`config.mk`:
```
export PLATFORM = sky130hd
export DESIGN_NAME = wav_header_chunk_parser_flat
export DESIGN_NICKNAME = d
export VERILOG_FILES = /design/src/rtl/wavhdr_pkg.sv /design/src/rtl/wavhdr_in_if.sv /design/src/rtl/wavhdr_out_if.sv /design/src/rtl/wavhdr_cfg.sv /design/src/rtl/wavhdr_core.sv /design/src/rtl/wavhdr_outreg.sv /design/src/rtl/wav_header_chunk_parser.sv /design/src/flat_wrapper.sv
export SDC_FILE = /design/constraint.sdc
export NUM_CORES = 1
export LEC_CHECK = 0
export ABC_AREA = 1
export BUFFER_PORTS_ARGS = -buffer_cell sky130_fd_sc_hd__buf_2
export CAP_MARGIN = 20
export CORE_UTILIZATION = 60
export DETAILED_ROUTE_END_ITERATION = 10
export PLACE_DENSITY = 0.81
export SLEW_MARGIN = 20
export SYNTH_ARGS = -nofsm -noshare
export SYNTH_HDL_FRONTEND = slang
export SYNTH_SLANG_ARGS = --single-unit
```
`constraint.sdc`:
```
create_clock -name clk -period 16 [get_ports clk]
set_input_delay 4 -clock clk [delete_from_list [all_inputs] [get_ports clk]]
set_output_delay 4 -clock clk [all_outputs]
set_load 0.05 [all_outputs]
```
`src/rtl/wavhdr_pkg.sv`:
```
// Shared types, codes and constants of the WAV header parser.
`default_nettype none
package wavhdr_pkg;

  // Field widths.
  localparam int CMD_W   = 2;
  localparam int BYTE_W  = 8;
  localparam int WORD_W  = 32;
  localparam int CH_W    = 2;
  localparam int BITS_W  = 5;
  localparam int RATE_W  = 16;
  localparam int KIND_W  = 3;

  // Configuration port: byte address bits and data width.
  localparam int CFG_ADDR_W = 3;
  localparam int CFG_DATA_W = 32;
  localparam logic [0:0] REG_MIN_DATA = 1'b0;
  localparam logic [WORD_W-1:0] MIN_DATA_RESET = 32'd1024;

  // Input commands.
  localparam logic [CMD_W-1:0] CMD_BYTE    = 2'd0;
  localparam logic [CMD_W-1:0] CMD_END     = 2'd1;
  localparam logic [CMD_W-1:0] CMD_RESTART = 2'd2;
  localparam logic [CMD_W-1:0] CMD_UNUSED  = 2'd3;

  // Chunk kinds.
  localparam logic [KIND_W-1:0] KIND_NONE    = 3'd0;
  localparam logic [KIND_W-1:0] KIND_FMT     = 3'd1;
  localparam logic [KIND_W-1:0] KIND_DATA    = 3'd2;
  localparam logic [KIND_W-1:0] KIND_SKIP    = 3'd3;
  localparam logic [KIND_W-1:0] KIND_UNKNOWN = 3'd4;
  localparam logic [KIND_W-1:0] KIND_FMT_BAD = 3'd5;

  // Four-character codes, first character in the low byte.
  localparam logic [WORD_W-1:0] TAG_WAVE = 32'h4556_4157;
  localparam logic [WORD_W-1:0] TAG_FMT  = 32'h2074_6D66;
  localparam logic [WORD_W-1:0] TAG_DATA = 32'h6174_6164;
  localparam logic [WORD_W-1:0] TAG_DISP = 32'h5053_4944;
  localparam logic [WORD_W-1:0] TAG_LIST = 32'h5453_494C;
  localparam logic [WORD_W-1:0] TAG_FACT = 32'h7463_6166;

  // Limits on the padded fmt chunk size.
  localparam logic [WORD_W:0] FMT_MIN = 33'd16;
  localparam logic [WORD_W:0] FMT_MAX = 33'd100;

  // Status codes.
  localparam logic STATUS_OK  = 1'b0;
  localparam logic STATUS_BAD = 1'b1;

  // One result item as it leaves the parse logic.
  typedef struct packed {
    logic              status;
    logic [WORD_W-1:0] data_size;
    logic [CH_W-1:0]   channels;
    logic [BITS_W-1:0] bits_per_sample;
    logic [RATE_W-1:0] sample_rate;
  } result_t;

endpackage
`default_nettype wire

```
`src/rtl/wavhdr_in_if.sv`:
```
// Input channel: one command and file byte per item.
`default_nettype none
interface wavhdr_in_if;
  logic                             valid;
  logic                             ready;
  logic [wavhdr_pkg::CMD_W-1:0]     command;
  logic [wavhdr_pkg::BYTE_W-1:0]    data_byte;

  modport source(output valid, output command, output data_byte, input ready);
  modport sink(input valid, input command, input data_byte, output ready);
endinterface
`default_nettype wire

```
`src/rtl/wavhdr_out_if.sv`:
```
// Result channel: parse status and format values.
`default_nettype none
interface wavhdr_out_if;
  logic                             valid;
  logic                             ready;
  logic                             status;
  logic [wavhdr_pkg::WORD_W-1:0]    data_size;
  logic [wavhdr_pkg::CH_W-1:0]      channels;
  logic [wavhdr_pkg::BITS_W-1:0]    bits_per_sample;
  logic [wavhdr_pkg::RATE_W-1:0]    sample_rate;

  modport source(output valid, output status, output data_size, output channels,
                 output bits_per_sample, output sample_rate, input ready);
  modport sink(input valid, input status, input data_size, input channels,
               input bits_per_sample, input sample_rate, output ready);
endinterface
`default_nettype wire

```
`src/rtl/wavhdr_cfg.sv`:
```
// APB register block holding the minimum data chunk size.
`default_nettype none
module wavhdr_cfg (
  input  wire logic                                clk,
  input  wire logic                                rst_n,
  input  wire logic                                psel,
  input  wire logic                                penable,
  input  wire logic                                pwrite,
  input  wire logic [wavhdr_pkg::CFG_ADDR_W-1:0]   paddr,
  input  wire logic [wavhdr_pkg::CFG_DATA_W-1:0]   pwdata,
  output logic      [wavhdr_pkg::CFG_DATA_W-1:0]   prdata,
  output logic                                     pready,
  output logic      [wavhdr_pkg::WORD_W-1:0]       min_data_bytes
);

  logic [wavhdr_pkg::WORD_W-1:0] min_data_r;
  logic                          hit;

  // Register index is the word address; only the first one exists.
  assign hit    = (paddr[wavhdr_pkg::CFG_ADDR_W-1:2] == wavhdr_pkg::REG_MIN_DATA);
  assign pready = 1'b1;

  // Write in the access phase.
  always_ff @(posedge clk) begin
    if (!rst_n) begin
      min_data_r <= wavhdr_pkg::MIN_DATA_RESET;
    end else if (psel && penable && pwrite && hit) begin
      min_data_r <= pwdata;
    end
  end

  assign prdata         = hit ? min_data_r : '0;
  assign min_data_bytes = min_data_r;

endmodule
`default_nettype wire

```
`src/rtl/wavhdr_core.sv`:
```
// Input register, parse state and the per-item parse step.
`default_nettype none
module wavhdr_core (
  input  wire logic                              clk,
  input  wire logic                              rst_n,
  input  wire logic                              in_valid,
  output logic                                   in_ready,
  input  wire logic [wavhdr_pkg::CMD_W-1:0]      in_command,
  input  wire logic [wavhdr_pkg::BYTE_W-1:0]     in_byte,
  input  wire logic [wavhdr_pkg::WORD_W-1:0]     min_data_bytes,
  input  wire logic                              res_free,
  output logic                                   res_valid,
  output wavhdr_pkg::result_t                    res
);

  localparam int PH_W = 3;
  localparam logic [PH_W-1:0] PH_HEADER = 3'd0;
  localparam logic [PH_W-1:0] PH_CHUNK  = 3'd1;
  localparam logic [PH_W-1:0] PH_BODY   = 3'd2;
  localparam logic [PH_W-1:0] PH_SKIP   = 3'd3;
  localparam logic [PH_W-1:0] PH_DONE   = 3'd4;

  localparam int W = wavhdr_pkg::WORD_W;

  // Input register.
  logic                            s1_vld_r;
  logic [wavhdr_pkg::CMD_W-1:0]    s1_cmd_r;
  logic [wavhdr_pkg::BYTE_W-1:0]   s1_byte_r;
  logic                            go;

  // Parse state.
  logic [PH_W-1:0]                 phase_r, phase_nxt;
  logic [W-1:0]                    cnt_r, cnt_nxt;
  logic [W-1:0]                    shift_r, shift_nxt;
  logic [W-1:0]                    len_r, len_nxt;
  logic [wavhdr_pkg::KIND_W-1:0]   kind_r, kind_nxt;
  logic [wavhdr_pkg::CH_W-1:0]     ch_r, ch_nxt;
  logic [wavhdr_pkg::BITS_W-1:0]   bits_r, bits_nxt;
  logic [wavhdr_pkg::RATE_W-1:0]   rate_r, rate_nxt;

  // Step helpers.
  logic [W-1:0]                    shifted;
  logic [W-1:0]                    body_word;
  logic [wavhdr_pkg::KIND_W-1:0]   body_kind;
  logic [W:0]                      cnt_end;
  logic [W:0]                      len_pad;
  logic [W:0]                      new_pad;
  logic                            fin;
  logic                            fin_status;
  logic [W-1:0]                    fin_size;
  logic [7:0]                      body_ch;
  logic [7:0]                      body_bits;

  // The step runs when the input register holds an item and the result register can take what it may produce.
  assign go       = s1_vld_r && res_free;
  assign in_ready = !s1_vld_r || go;

  always_ff @(posedge clk) begin
    if (!rst_n) begin
      s1_vld_r <= 1'b0;
    end else if (in_ready) begin
      s1_vld_r <= in_valid;
    end
  end

  always_ff @(posedge clk) begin
    if (in_valid && in_ready) begin
      s1_cmd_r  <= in_command;
      s1_byte_r <= in_byte;
    end
  end

  assign shifted = {s1_byte_r, shift_r[W-1:8]};
  assign cnt_end = {1'b0, cnt_r} + {{W{1'b0}}, 1'b1};
  assign len_pad = {1'b0, len_r} + {{W{1'b0}}, len_r[0]};
  assign new_pad = {1'b0, shifted} + {{W{1'b0}}, shifted[0]};

  // Fmt body: pick out the format byte, channels, rate and bits per sample.
  always_comb begin
    body_word = shift_r;
    body_kind = kind_r;
    unique case (cnt_r)
      32'd0:   if (s1_byte_r != 8'd1) body_kind = wavhdr_pkg::KIND_FMT_BAD;
      32'd2:   body_word[23:16] = s1_byte_r;
      32'd4:   body_word[7:0]   = s1_byte_r;
      32'd5:   body_word[15:8]  = s1_byte_r;
      32'd14:  body_word[31:24] = s1_byte_r;
      default: body_word = shift_r;
    endcase
  end

  assign body_ch   = body_word[23:16];
  assign body_bits = body_word[31:24];

  // One parse step for the item in the input register.
  always_comb begin
    phase_nxt  = phase_r;
    cnt_nxt    = cnt_r;
    shift_nxt  = shift_r;
    len_nxt    = len_r;
    kind_nxt   = kind_r;
    ch_nxt     = ch_r;
    bits_nxt   = bits_r;
    rate_nxt   = rate_r;
    fin        = 1'b0;
    fin_status = wavhdr_pkg::STATUS_BAD;
    fin_size   = '0;
    if (s1_cmd_r == wavhdr_pkg::CMD_RESTART) begin
      phase_nxt = PH_HEADER;
      cnt_nxt   = '0;
      shift_nxt = '0;
      len_nxt   = '0;
      kind_nxt  = wavhdr_pkg::KIND_NONE;
      ch_nxt    = '0;
      bits_nxt  = '0;
      rate_nxt  = '0;
    end else if (s1_cmd_r == wavhdr_pkg::CMD_UNUSED || phase_r == PH_DONE) begin
      phase_nxt = phase_r;
    end else if (s1_cmd_r == wavhdr_pkg::CMD_END) begin
      fin = 1'b1;
    end else begin
      unique case (phase_r)
        PH_HEADER: begin
          shift_nxt = shifted;
          if (cnt_r >= 32'd11) begin
            cnt_nxt   = '0;
            phase_nxt = PH_CHUNK;
            if (shifted != wavhdr_pkg::TAG_WAVE) fin = 1'b1;
          end else begin
            cnt_nxt = cnt_end[W-1:0];
          end
        end
        PH_CHUNK: begin
          shift_nxt = shifted;
          // Chunk id is complete after the fourth byte.
          if (cnt_r == 32'd3) begin
            if (shifted == wavhdr_pkg::TAG_FMT) begin
              kind_nxt = wavhdr_pkg::KIND_FMT;
            end else if (shifted == wavhdr_pkg::TAG_DATA) begin
              kind_nxt = wavhdr_pkg::KIND_DATA;
            end else if (shifted == wavhdr_pkg::TAG_DISP || shifted == wavhdr_pkg::TAG_LIST ||
                         shifted == wavhdr_pkg::TAG_FACT) begin
              kind_nxt = wavhdr_pkg::KIND_SKIP;
            end else begin
              kind_nxt = wavhdr_pkg::KIND_UNKNOWN;
            end
          end
          // Size is complete after the eighth byte.
          if (cnt_r >= 32'd7) begin
            len_nxt = shifted;
            cnt_nxt = '0;
            unique case (kind_r)
              wavhdr_pkg::KIND_FMT: begin
                if (new_pad < wavhdr_pkg::FMT_MIN || new_pad > wavhdr_pkg::FMT_MAX) begin
                  fin = 1'b1;
                end else begin
                  shift_nxt = '0;
                  phase_nxt = PH_BODY;
                end
              end
              wavhdr_pkg::KIND_DATA: begin
                fin = 1'b1;
                if (shifted >= min_data_bytes) begin
                  fin_status = wavhdr_pkg::STATUS_OK;
                  fin_size   = shifted;
                end
              end
              wavhdr_pkg::KIND_SKIP: begin
                phase_nxt = (new_pad == '0) ? PH_CHUNK : PH_SKIP;
              end
              default: fin = 1'b1;
            endcase
          end else begin
            cnt_nxt = cnt_end[W-1:0];
          end
        end
        PH_BODY: begin
          shift_nxt = body_word;
          kind_nxt  = body_kind;
          if (cnt_end >= len_pad) begin
            if (body_kind != wavhdr_pkg::KIND_FMT || (body_ch != 8'd1 && body_ch != 8'd2) ||
                (body_bits != 8'd8 && body_bits != 8'd16)) begin
              fin = 1'b1;
            end else begin
              ch_nxt    = body_ch[wavhdr_pkg::CH_W-1:0];
              bits_nxt  = body_bits[wavhdr_pkg::BITS_W-1:0];
              rate_nxt  = body_word[wavhdr_pkg::RATE_W-1:0];
              phase_nxt = PH_CHUNK;
              cnt_nxt   = '0;
            end
          end else begin
            cnt_nxt = cnt_end[W-1:0];
          end
        end
        PH_SKIP: begin
          if (cnt_end >= len_pad) begin
            phase_nxt = PH_CHUNK;
            cnt_nxt   = '0;
          end else begin
            cnt_nxt = cnt_end[W-1:0];
          end
        end
        default: phase_nxt = PH_DONE;
      endcase
    end
    if (fin) phase_nxt = PH_DONE;
  end

  // State update on each processed item.
  always_ff @(posedge clk) begin
    if (!rst_n) begin
      phase_r <= PH_HEADER;
      cnt_r   <= '0;
      shift_r <= '0;
      len_r   <= '0;
      kind_r  <= wavhdr_pkg::KIND_NONE;
      ch_r    <= '0;
      bits_r  <= '0;
      rate_r  <= '0;
    end else if (go) begin
      phase_r <= phase_nxt;
      cnt_r   <= cnt_nxt;
      shift_r <= shift_nxt;
      len_r   <= len_nxt;
      kind_r  <= kind_nxt;
      ch_r    <= ch_nxt;
      bits_r  <= bits_nxt;
      rate_r  <= rate_nxt;
    end
  end

  // Result carries the stored format values, which a finishing step never changes.
  assign res_valid           = go && fin;
  assign res.status          = fin_status;
  assign res.data_size       = fin_size;
  assign res.channels        = ch_r;
  assign res.bits_per_sample = bits_r;
  assign res.sample_rate     = rate_r;

endmodule
`default_nettype wire

```
`src/rtl/wavhdr_outreg.sv`:
```
// Result register between the parse step and the result channel.
`default_nettype none
module wavhdr_outreg (
  input  wire logic                clk,
  input  wire logic                rst_n,
  input  wire logic                res_valid,
  input  wire wavhdr_pkg::result_t res,
  output logic                     res_free,
  output logic                     out_valid,
  input  wire logic                out_ready,
  output wavhdr_pkg::result_t      out_res
);

  logic                 out_vld_r;
  wavhdr_pkg::result_t  out_res_r;

  // The register is free when empty or when its item leaves this cycle.
  assign res_free = !out_vld_r || out_ready;

  always_ff @(posedge clk) begin
    if (!rst_n) begin
      out_vld_r <= 1'b0;
    end else if (res_valid) begin
      out_vld_r <= 1'b1;
    end else if (out_ready) begin
      out_vld_r <= 1'b0;
    end
  end

  always_ff @(posedge clk) begin
    if (res_valid) begin
      out_res_r <= res;
    end
  end

  assign out_valid = out_vld_r;
  assign out_res   = out_res_r;

endmodule
`default_nettype wire

```
`src/rtl/wav_header_chunk_parser.sv`:
```
// Top level of the WAV header parser: channels, register block and parse pipeline.
//
//   Channel   Dir  Handshake             Carries
//   in_ch     in   valid/ready           command, data_byte
//   out_ch    out  valid/ready           status, data_size, channels, bits_per_sample,
//                                        sample_rate
//   cfg (APB) in   psel/penable/pready   min_data_bytes at byte address 0
//
// One item is accepted per cycle while the result register is free or being emptied. An
// item enters the input register when accepted, and the parse step between the two
// registers loads any result that the item causes into the result register once that
// register is free; the result register drives out_ch.
// rst_n is synchronous and active low; it clears the parse and sets min_data_bytes to 1024.
// A stalled result holds in the result register; the input register keeps accepting
// while the result register is free or being emptied.
`default_nettype none
module wav_header_chunk_parser (
  input  wire logic                                clk,
  input  wire logic                                rst_n,
  wavhdr_in_if.sink                                in_ch,
  wavhdr_out_if.source                             out_ch,
  input  wire logic                                psel,
  input  wire logic                                penable,
  input  wire logic                                pwrite,
  input  wire logic [wavhdr_pkg::CFG_ADDR_W-1:0]   paddr,
  input  wire logic [wavhdr_pkg::CFG_DATA_W-1:0]   pwdata,
  output logic      [wavhdr_pkg::CFG_DATA_W-1:0]   prdata,
  output logic                                     pready
);

  logic [wavhdr_pkg::WORD_W-1:0] min_data_bytes;
  logic                          res_valid;
  logic                          res_free;
  wavhdr_pkg::result_t           res;
  wavhdr_pkg::result_t           out_res;

  // Configuration registers.
  wavhdr_cfg u_cfg (
    .clk            (clk),
    .rst_n          (rst_n),
    .psel           (psel),
    .penable        (penable),
    .pwrite         (pwrite),
    .paddr          (paddr),
    .pwdata         (pwdata),
    .prdata         (prdata),
    .pready         (pready),
    .min_data_bytes (min_data_bytes)
  );

  // Input register and parse step.
  wavhdr_core u_core (
    .clk            (clk),
    .rst_n          (rst_n),
    .in_valid       (in_ch.valid),
    .in_ready       (in_ch.ready),
    .in_command     (in_ch.command),
    .in_byte        (in_ch.data_byte),
    .min_data_bytes (min_data_bytes),
    .res_free       (res_free),
    .res_valid      (res_valid),
    .res            (res)
  );

  // Result register.
  wavhdr_outreg u_outreg (
    .clk       (clk),
    .rst_n     (rst_n),
    .res_valid (res_valid),
    .res       (res),
    .res_free  (res_free),
    .out_valid (out_ch.valid),
    .out_ready (out_ch.ready),
    .out_res   (out_res)
  );

  assign out_ch.status          = out_res.status;
  assign out_ch.data_size       = out_res.data_size;
  assign out_ch.channels        = out_res.channels;
  assign out_ch.bits_per_sample = out_res.bits_per_sample;
  assign out_ch.sample_rate     = out_res.sample_rate;

endmodule
`default_nettype wire

```
`src/flat_wrapper.sv`:
```
// flat-port wrapper written by rule: the top's interface ports become plain ports
module wav_header_chunk_parser_flat 
  (clk, rst_n, psel, penable, pwrite, paddr, pwdata, prdata, pready, in_ch_valid, in_ch_command, in_ch_data_byte, in_ch_ready, out_ch_valid, out_ch_status, out_ch_data_size, out_ch_channels, out_ch_bits_per_sample, out_ch_sample_rate, out_ch_ready);
  wavhdr_in_if in_ch_i ();
  wavhdr_out_if out_ch_i ();
  input  wire logic clk;
  input  wire logic rst_n;
  input  wire logic psel;
  input  wire logic penable;
  input  wire logic pwrite;
  input  wire logic [wavhdr_pkg::CFG_ADDR_W-1:0] paddr;
  input  wire logic [wavhdr_pkg::CFG_DATA_W-1:0] pwdata;
  output logic      [wavhdr_pkg::CFG_DATA_W-1:0] prdata;
  output logic pready;
  input wire logic [$bits(in_ch_i.valid)-1:0] in_ch_valid;
  input wire logic [$bits(in_ch_i.command)-1:0] in_ch_command;
  input wire logic [$bits(in_ch_i.data_byte)-1:0] in_ch_data_byte;
  output wire logic [$bits(in_ch_i.ready)-1:0] in_ch_ready;
  output wire logic [$bits(out_ch_i.valid)-1:0] out_ch_valid;
  output wire logic [$bits(out_ch_i.status)-1:0] out_ch_status;
  output wire logic [$bits(out_ch_i.data_size)-1:0] out_ch_data_size;
  output wire logic [$bits(out_ch_i.channels)-1:0] out_ch_channels;
  output wire logic [$bits(out_ch_i.bits_per_sample)-1:0] out_ch_bits_per_sample;
  output wire logic [$bits(out_ch_i.sample_rate)-1:0] out_ch_sample_rate;
  input wire logic [$bits(out_ch_i.ready)-1:0] out_ch_ready;
  assign in_ch_i.valid = in_ch_valid;
  assign in_ch_i.command = in_ch_command;
  assign in_ch_i.data_byte = in_ch_data_byte;
  assign in_ch_ready = in_ch_i.ready;
  assign out_ch_valid = out_ch_i.valid;
  assign out_ch_status = out_ch_i.status;
  assign out_ch_data_size = out_ch_i.data_size;
  assign out_ch_channels = out_ch_i.channels;
  assign out_ch_bits_per_sample = out_ch_i.bits_per_sample;
  assign out_ch_sample_rate = out_ch_i.sample_rate;
  assign out_ch_i.ready = out_ch_ready;
  wav_header_chunk_parser u_core (.clk(clk), .rst_n(rst_n), .in_ch(in_ch_i), .out_ch(out_ch_i), .psel(psel), .penable(penable), .pwrite(pwrite), .paddr(paddr), .pwdata(pwdata), .prdata(prdata), .pready(pready));
endmodule
```
==> run metrics <==
delay of the slowest critical-path stage=0.44 ns; setup TNS=0 ns; Cell Pwr Density=~91 nW/um2; Area after DPL=~15000 um2; reg2reg path depth=29; count leader, synth=nand2_1; Internal=a little over 0.001 W; clk buf depth=3; ys async rst share=0; GP Congestion=approximately 1.0; path type of the worst setup path=input port to primary output; Syn Area/Cell=7.04 um2; FF+latch area=just over 5000 um2; post-synth design cell area=between 10000 and 15000 um2; first-pass GRT wire length=~67000 um; Clock Sinks=between 200 and 250; Tcrit/Tclk final=0.550; post-CTS resize count=0; antenna violations before repair=0; min Tclk post-route=between 8 and 9 ns; RSZ-0062 raised after global routing=false; initial core utilization=0.619; Synth Instances=around 2.0k; Worst EP arrival=between 4 and 5 ns; Worst Setup Start Kind=input port; Crit path buffers/inverters=2; post-synth top area share=0.224; CTS Buf Count=25; Psw=a little over 0.0004 W; Sw Share=0.287; CP Cell Sequence=buf_2, nor2_1, buf_2; Final Max Tran Viols=0; Worst-Skew Late Latency=between 0.5 and 0.6 ns; leak pwr=6.30 nW; most instantiated cells after synthesis=nand2_1, nor2_1, inv_1; Vias/cell=slightly below 6; CTS H-tree lvls=1; GRT Overall Usage=0.351; Gate power share=0.133; die area=between 20000 and 25000 um2; Synth Flop Type=dfxtp_1; Post-synth EDFFs=66; number of global-route vias before repair=approximately 13k; VDD IR max=about 0.10 mV; crit path max fanout=33; CTS tree=done; nets=about 2.2k; max_slew headroom=0.437; largest net degree at the start of global routing=76; most used cell, CP=buf_2; Fin. Hold Viols=0; area grow syn2layout=11.3%; Clock Tree Root=clkbuf_16; CTS hold repair buffers=0; largest area contributor in the netlist=dfxtp_1; sequential-to-total area share from yosys stat=0.364; Worst Tran Pin Value=0.844 ns; Max Cap Viol=0; CORE AREA=22900 um2; warnings from Yosys=0; ANT nets after route=0; 1st-pass router iterations=6; Crit path depth=3; Reg power frac=0.435; Die X=roughly 160 um; CP Capture Type=primary output; Worst Hold Class=register to register; Yosys reg bits=roughly 230; Util after Layout=0.689; Worst-path clk slew=roughly 0.06 ns; setup violators final=0; CP Data Required Time=approximately 12 ns; Top Ports=between 100 and 150; share of cells above drive strength 1=0.111; Cell variety after synth=55; hold path depth=0; Slowest-stage cell, CP=buf_2; Post-Layout Cell Count=around 2.4k; DRT iter0 DRCs=about 1.6k; total wire length=approximately 43000 um; design area=~16000 um2; Multi-input gate area=7620 um2; Std-Cell Rows=55; Area contributors post-synth=dfxtp_1, edfxtp_1, nand2_1, a21oi_1, nor2_1; grt ovf=0; Worst Skew=between 0.02 and 0.03 ns; Syn Nets=about 2.1k; status=complete, no violations; # diodes=0; fill count=about 2k; Via Count=~14k; DR WL/cell=about 18 um; post-CTS setup buffer count=0; Die Y=roughly 160 um; input/output buffers=around 140; Clk pwr share=0.432; family with the most delay on the worst path=buffers and inverters; Placed Instances=between 2k and 2.5k; Residual DRC=0; hpwl dp=just over 30000 um; Fmax=114 MHz
worst reg2reg max path: cells and delay by family (launching register included):
kind | cells | cell delay (ns)
xor+xnor | 1 | 0.15
fa+ha+maj | 2 | 0.51
flops | 1 | 0.36
buf+inv | 5 | 0.96
simple gates | 21 | 3.90
power groups by stage:
stage	combinational [W]	clock, W	sequential [W]
after floorplan	0.000127	0	0.000642
after global placement	0.000183	0	0.000635
after detailed placement	0.000187	0	0.000636
after CTS	0.000188	0.000629	0.000623
after global routing	0.000210	0.000652	0.000626
final	0.000192	0.000621	0.000625
logic make-up after synthesis:
group / synth area share
other: 0.000264
buffers and inverters: 0.0990
AND/OR/NAND/NOR: 0.280
flip-flops: 0.364
XOR/XNOR: 0.0352
adder cells (fa/ha/maj): 0.0635
AO/OA/AOI/OAI: 0.158
per-stage QoR:
step / hold WS (ns) / total power, W / setup slack [ns]
3_3_place_gp: 0.415 / 0.000819 / 7.26
3_5_place_dp: 0.417 / 0.000823 / 7.21
4_1_cts: 0.432 / 0.00144 / 7.21
5_1_grt: 0.440 / 0.00149 / 7.10
6_report: 0.431 / 0.00144 / 7.21
2_1_floorplan: 0.409 / 0.000770 / 6.99
cell usage in the layout (no fill, tap or decap), types with 3 or more instances in the layout:
cell type,n
inv_1,226
nor2_1,247
dfxtp_1,159
clkbuf_8,3
nand4_1,44
ha_1,72
a211oi_1,32
a21oi_1,202
o21ai_0,86
clkinvlp_4,5
nor3_1,38
buf_4,16
nor2_4,3
nand2_1,431
buf_2,139
nor4_1,18
clkbuf_16,27
nand3_1,109
edfxtp_1,66
nand2_2,3
bufinv_16,3
o211ai_1,35
o221ai_1,13
clkinv_1,5
xor2_1,52
nor2_2,9
o21ai_1,4
xnor2_1,5
nor3b_1,4
clkinv_4,4
o31ai_1,4
sequential cells by signal, summed over array words and instances (netlist names):
| register | count |
|---|---|
| u_core.u_cfg.min_data_bytes | 32 |
| u_core.u_core.s1_byte_r | 8 |
| u_core.u_core.cnt_r | 32 |
| u_core.u_core.s1_vld_r | 1 |
| u_core.u_core.len_r | 32 |
| u_core.u_core.rate_r | 16 |
| u_core.u_core.phase_r | 3 |
| u_core.u_core.bits_r | 5 |
| u_core.u_core.ch_r | 2 |
| u_core.u_core.s1_cmd_r | 2 |
| u_core.u_core.shift_r | 32 |
| u_core.u_core.kind_r | 3 |
| u_core.u_outreg.out_res | 56 |
| u_core.u_outreg.out_valid | 1 |
routing by layer:
| metal | wire length (um) | track usage | up-vias |
|---|---|---|---|
| li1 | - | - | 6842 |
| met1 | 17600 | 0.468 | 6290 |
| met2 | 17900 | 0.527 | 828 |
| met3 | 4750 | 0.0778 | 180 |
| met4 | 2420 | 0.191 | 0 |
| met5 | 0 | 0 | - |
worst paths after layout:
kind / slack (ns) / startpoint / to
setup reg to reg: 9.67 / u_core.u_core.len_r[1]$_SDFFE_PN0P_ / u_core.u_outreg.out_res[23]$_SDFFCE_PP0P_
hold / removal: 0.43 / u_core.u_core.rate_r[4]$_SDFFE_PN0P_ / u_core.u_outreg.out_res[4]$_DFFE_PP_
hold reg to reg: 0.43 / u_core.u_core.rate_r[4]$_SDFFE_PN0P_ / u_core.u_outreg.out_res[4]$_DFFE_PP_
setup / recovery: 7.21 / paddr[2] / prdata[23]
area by class of cell:
| class | count | area share |
|---|---|---|
| multi-input cells | 1444 | 0.483 |
| flip-flops and latches | 225 | 0.327 |
| inverters | 235 | 0.0562 |
| repair buffers | 155 | 0.0517 |
| clock buffers | 31 | 0.0457 |
| well taps | 313 | 0.0248 |
| clock inverters | 15 | 0.0117 |
Note: power is estimated with default switching activity, not from simulation.
